<file path="src/rtl/core/trr_pkg.sv">
// Shared types, constants and codes for the transport reassembly receiver.
package trr_pkg;

    localparam int SOURCE_SLOTS_DEF = 256;

    localparam logic [7:0] CODE_RTS   = 8'd16;
    localparam logic [7:0] CODE_BAM   = 8'd32;
    localparam logic [7:0] CODE_ABORT = 8'd255;
    localparam logic [7:0] BROADCAST  = 8'hFF;
    localparam logic [2:0] MAX_TAKE   = 3'd7;
    localparam logic [3:0] FULL_LEN   = 4'd8;

    localparam logic [1:0] RK_PAYLOAD = 2'd0;
    localparam logic [1:0] RK_CTS     = 2'd1;
    localparam logic [1:0] RK_EOM     = 2'd2;
    localparam logic [1:0] RK_DISCARD = 2'd3;

    localparam int IN_W  = 80;
    localparam int OUT_W = 136;

    typedef struct packed {
        logic [7:0]  next_pkt;
        logic [7:0]  total_pkts;
        logic [15:0] size_bytes;
        logic        is_rts;
    } sess_t;

    typedef struct packed {
        logic [1:0]  kind;
        logic [7:0]  peer;
        logic [23:0] grp;
        logic [55:0] pay;
        logic [2:0]  cnt;
        logic        done;
        logic [7:0]  dest;
        logic [7:0]  pkt;
        logic [15:0] mbytes;
        logic [7:0]  mpkts;
    } res_t;

    typedef struct packed {
        logic capture;
        logic lookup;
        logic update;
        logic load_res;
    } trr_cmd_t;

    typedef struct packed {
        logic [1:0] n_res;
    } trr_sts_t;

endpackage

</file>
<file path="src/rtl/core/trr_controller.sv">
// Control state machine sequencing frame lookup, update and result transfers.
module trr_controller import trr_pkg::*; (
    input  logic     aclk,
    input  logic     aresetn,
    input  logic     in_fire,
    input  logic     out_ready,
    input  trr_sts_t sts,
    output trr_cmd_t cmd,
    output logic     in_ready,
    output logic     out_valid,
    output logic     out_last,
    output logic     res_sel
);
    typedef enum logic [3:0] {
        S_IDLE = 4'b0001,
        S_LOOK = 4'b0010,
        S_EXEC = 4'b0100,
        S_OUT  = 4'b1000
    } state_t;

    state_t     state_reg, state_next;
    logic       sel_reg, sel_next;

    always_comb begin
        state_next = state_reg;
        sel_next   = sel_reg;
        cmd        = '0;
        cmd.capture = in_fire;
        case (state_reg)
            S_IDLE: if (in_fire) state_next = S_LOOK;
            S_LOOK: begin
                cmd.lookup = 1'b1;
                state_next = S_EXEC;
            end
            S_EXEC: begin
                cmd.update   = 1'b1;
                cmd.load_res = 1'b1;
                sel_next     = 1'b0;
                state_next   = (sts.n_res == 2'd0) ? S_IDLE : S_OUT;
            end
            S_OUT: if (out_ready) begin
                if (out_last) state_next = S_IDLE;
                else sel_next = 1'b1;
            end
            default: state_next = S_IDLE;
        endcase
    end

    always_ff @(posedge aclk) begin
        if (!aresetn) begin
            state_reg <= S_IDLE;
            sel_reg   <= 1'b0;
        end else begin
            state_reg <= state_next;
            sel_reg   <= sel_next;
        end
    end

    assign in_ready  = (state_reg == S_IDLE);
    assign out_valid = (state_reg == S_OUT);
    assign res_sel   = sel_reg;
    assign out_last  = sel_reg || (sts.n_res == 2'd1);
endmodule
</file>
<file path="config.mk">
export PLATFORM = sky130hd
export DESIGN_NAME = trr_controller
export DESIGN_NICKNAME = d
export VERILOG_FILES = /design/src/rtl/core/trr_pkg.sv /design/src/rtl/core/trr_controller.sv
export SDC_FILE = /design/constraint.sdc
export NUM_CORES = 1
export LEC_CHECK = 0
export BUFFER_PORTS_ARGS = -buffer_cell sky130_fd_sc_hd__buf_2
export CORE_AREA = 2 2 39 41
export CTS_BUF_LIST = sky130_fd_sc_hd__clkbuf_16
export DETAILED_ROUTE_END_ITERATION = 10
export DIE_AREA = 0 0 41 43
export SKIP_CTS_REPAIR_TIMING = 1
export SLEW_MARGIN = 25
export SYNTH_ARGS = -nofsm -noshare
export SYNTH_HDL_FRONTEND = slang
export SYNTH_SLANG_ARGS = --single-unit
</file>
<file path="constraint.sdc">
create_clock -name aclk -period 1.4 [get_ports aclk]
set_clock_uncertainty 0.1 [all_clocks]
set_input_delay 0.21 -clock aclk [delete_from_list [all_inputs] [get_ports aclk]]
set_output_delay 0.21 -clock aclk [all_outputs]
set_load 0.05 [all_outputs]
</file>
==> flow_summary_export.csv <==
group,metric,value,unit
floorplan,start_util,19.4,%
power,ir_drop,0.679,mV
synth,yosys.area.top_type,"dfxtp_1",
critical_path,crit_arrival,1.22,ns
power,p_int,0.570,mW
power,p_leak,0.230,nW
cells_and_area,regArea,114,um2
cells_and_area,multiInputGateArea,175,um2
timing,worst_slack,-0.133,ns
critical_path,cpMaxStageDelayCell,"nor4b_4",
floorplan,rows,14,
power,finalPower,0.741,mW
synth,syn_avg_cell_area,9.61,um2
global_route,antenna_found_initial,0,
placed_design,portBuffers,13,
critical_path,critical_path_buf_inv_count,1,
cells_and_area,antenna_cells,0,
route,wl_per_cell,10.3,um
cts,clock_latency,0.22,ns
critical_path,cp-end-kind,"output pin",
synth,ys_warn_count,0,
cts,cts_buffers,3,
power,p_sw,0.171,mW
cells_and_area,final_util,36.9,%
synth,ys_seq_area_share,37.2,%
floorplan,die_width,41,um
synth,syn_area,269,um2
cells_and_area,largest_reg_flops,4,
cts,htreeDepth,1,
route,vias_per_cell,4.23,
floorplan,dieHeight,43,um
cells_and_area,layout-drive-gt1-share,64.4,%
global_route,grtUsageTotal,8.64,%
global_route,grt_pass1_wl,931,um
route,dr.pass1.iters,2,
global_route,grt_overflow,0,
status,status,"finished with violations",
synth,ys_top_cells_by_area,"dfxtp_1 (37%), nor4b_2 (17%), buf_4 (8.4%)",
flow_run,drv_cap,0,
route,drt-initial-drc-count,1,
synth,syn-num-nets,34,
route,vias,258,
cells_and_area,stdcell_area,510,um2
timing,relSlewSlack,75.1,%
cells_and_area,nets,52,
placed_design,dpl_cell_area,364,um2
route,drt-total-wl,628,um
synth,syn_inst,28,
global_route,grt_max_degree,6,
floorplan,core_area,1380,um2
power,p_clk_share,61.6,%
floorplan,ioPinCount,14,
timing,hold_violations,0,
worst_hold_path,hold_class,"primary input to flop",
status,violations,"negative setup slack",
route,ant_nets,0,
critical_path,startpoint_type,"flop",
placed_design,pre_cts_ws,-0.0322,ns
synth,ys_types,18,
placed_design,gp_congestion,0.701,
timing,grt_setup_unrepaired,"true",
cts,clk_pin_slew_worst_paths,0.03,ns
route,drc,0,
synth,ys_ff_latch,5,
critical_path,crit_fanout,5,
timing,period_needed,1.53,ns
timing,finalCritPeriodShare,110,%
timing,setup_viol,7,
cells_and_area,area_delta_synth_final,89.8,%
timing,drv_slew,0,
floorplan,dieArea,1760,um2
global_route,grt_pass1_vias,229,
timing,setup_tns,-0.629,ns
cts,cts_root_buffer,"clkbuf_16",
critical_path,crit_type,"flop to output pin",
timing,max_freq,652,MHz
critical_path,worst_path_largest_cell_delay,0.42,ns
cells_and_area,fill_cells,133,
synth,netlist.area_leader.share,37.2,%
cts,numClockSinks,5,
critical_path,cpLargestDelayFamily,"simple AND/OR/NAND/NOR gates",
cts,clock_path_buffers,2,
power,swShare,23.1,%
critical_path,worstPathRequired,1.09,ns
power,p_comb_share,15.2,%
power,pwr-share-seq,23.1,%
timing,tightestPinTransition,0.372,ns
critical_path,crit_chain,"nor4b_4 -> buf_6",
power,power.density,1450,nW/um2
cts,cts_tree,"built",
[per-layer routing]
layer | vias to the layer above | track usage [%] | routed length [um]
met5 | - | 0 | 0
met4 | 0 | 8.00 | 25
met3 | 2 | 4.71 | 29
met2 | 9 | 11.6 | 324
met1 | 115 | 9.03 | 248
li1 | 132 | - | -
[power by group through the flow]
stage / Combinational (mW) / Clock [mW] / Sequential [mW]
finish: 0.113 / 0.457 / 0.171
global route: 0.121 / 0.475 / 0.174
CTS: 0.102 / 0.460 / 0.173
detailed placement: 0.101 / 0 / 0.175
global placement: 0.101 / 0 / 0.174
floorplan: 0.0824 / 0 / 0.173
[cells in the final DEF (no fill, tap or decap), types with 2 or more instances in the layout]
cell type,Yosys,routed
buf_2,0,8
buf_4,3,4
buf_6,0,4
clkbuf_16,0,3
dfxtp_2,0,2
dfxtp_4,0,3
inv_1,2,3
nor2_1,2,2
nor4b_4,0,3
[cells in the mapped netlist]
cell	count
o21a_1	1
a21o_1	1
a31oi_1	1
dfxtp_1	5
nor2_1	2
nor4b_2	3
nor4b_1	1
and2_1	1
nor3b_1	1
o21ai_0	1
or3_1	1
inv_1	2
xnor2_1	1
o21ai_1	1
a21oi_1	1
buf_4	3
nor2b_1	1
and3_1	1
[final timing paths]
check | from | slack [ns] | to | depth (start not counted)
worst max-delay path | state_reg[3]$_SDFFE_PN0P_ | -0.13 | cmd[1] | 2
worst min-delay path | aresetn | 0.13 | state_reg[2]$_SDFFE_PN0P_ | 2
worst max register to register | state_reg[3]$_SDFFE_PN0P_ | -0.10 | state_reg[0]$_SDFFE_PN1P_ | 5
worst min register to register | res_sel$_SDFFE_PN0P_ | 0.46 | res_sel$_SDFFE_PN0P_ | 2
[area by class of cell]
cell class              instances  share of cell area (%)
well taps                      16                    3.92
flip-flops and latches          5                    22.3
inverters                       2                    1.47
repair buffers                 16                    22.5
clock buffers                   3                    14.7
clock inverters                 1                   0.735
multi-input cells              18                    34.3
[logic make-up after synthesis]
family                 count (synthesis)  synth area share (%)
AND/OR/NAND/NOR                       11                  34.9
flip-flops                             5                  37.2
buffers and inverters                  5                  11.2
AO/OA/AOI/OAI                          6                  13.5
XOR/XNOR                               1                  3.26
[per-stage QoR]
stage                     hold WS, ns  instances
final                           0.131         61
after global routing            0.154         61
after CTS                       0.139         58
after detailed placement        0.359         54
after global placement          0.372         54
after floorplan                 0.232         28
No activity file was read; power rests on OpenSTA's default activity.
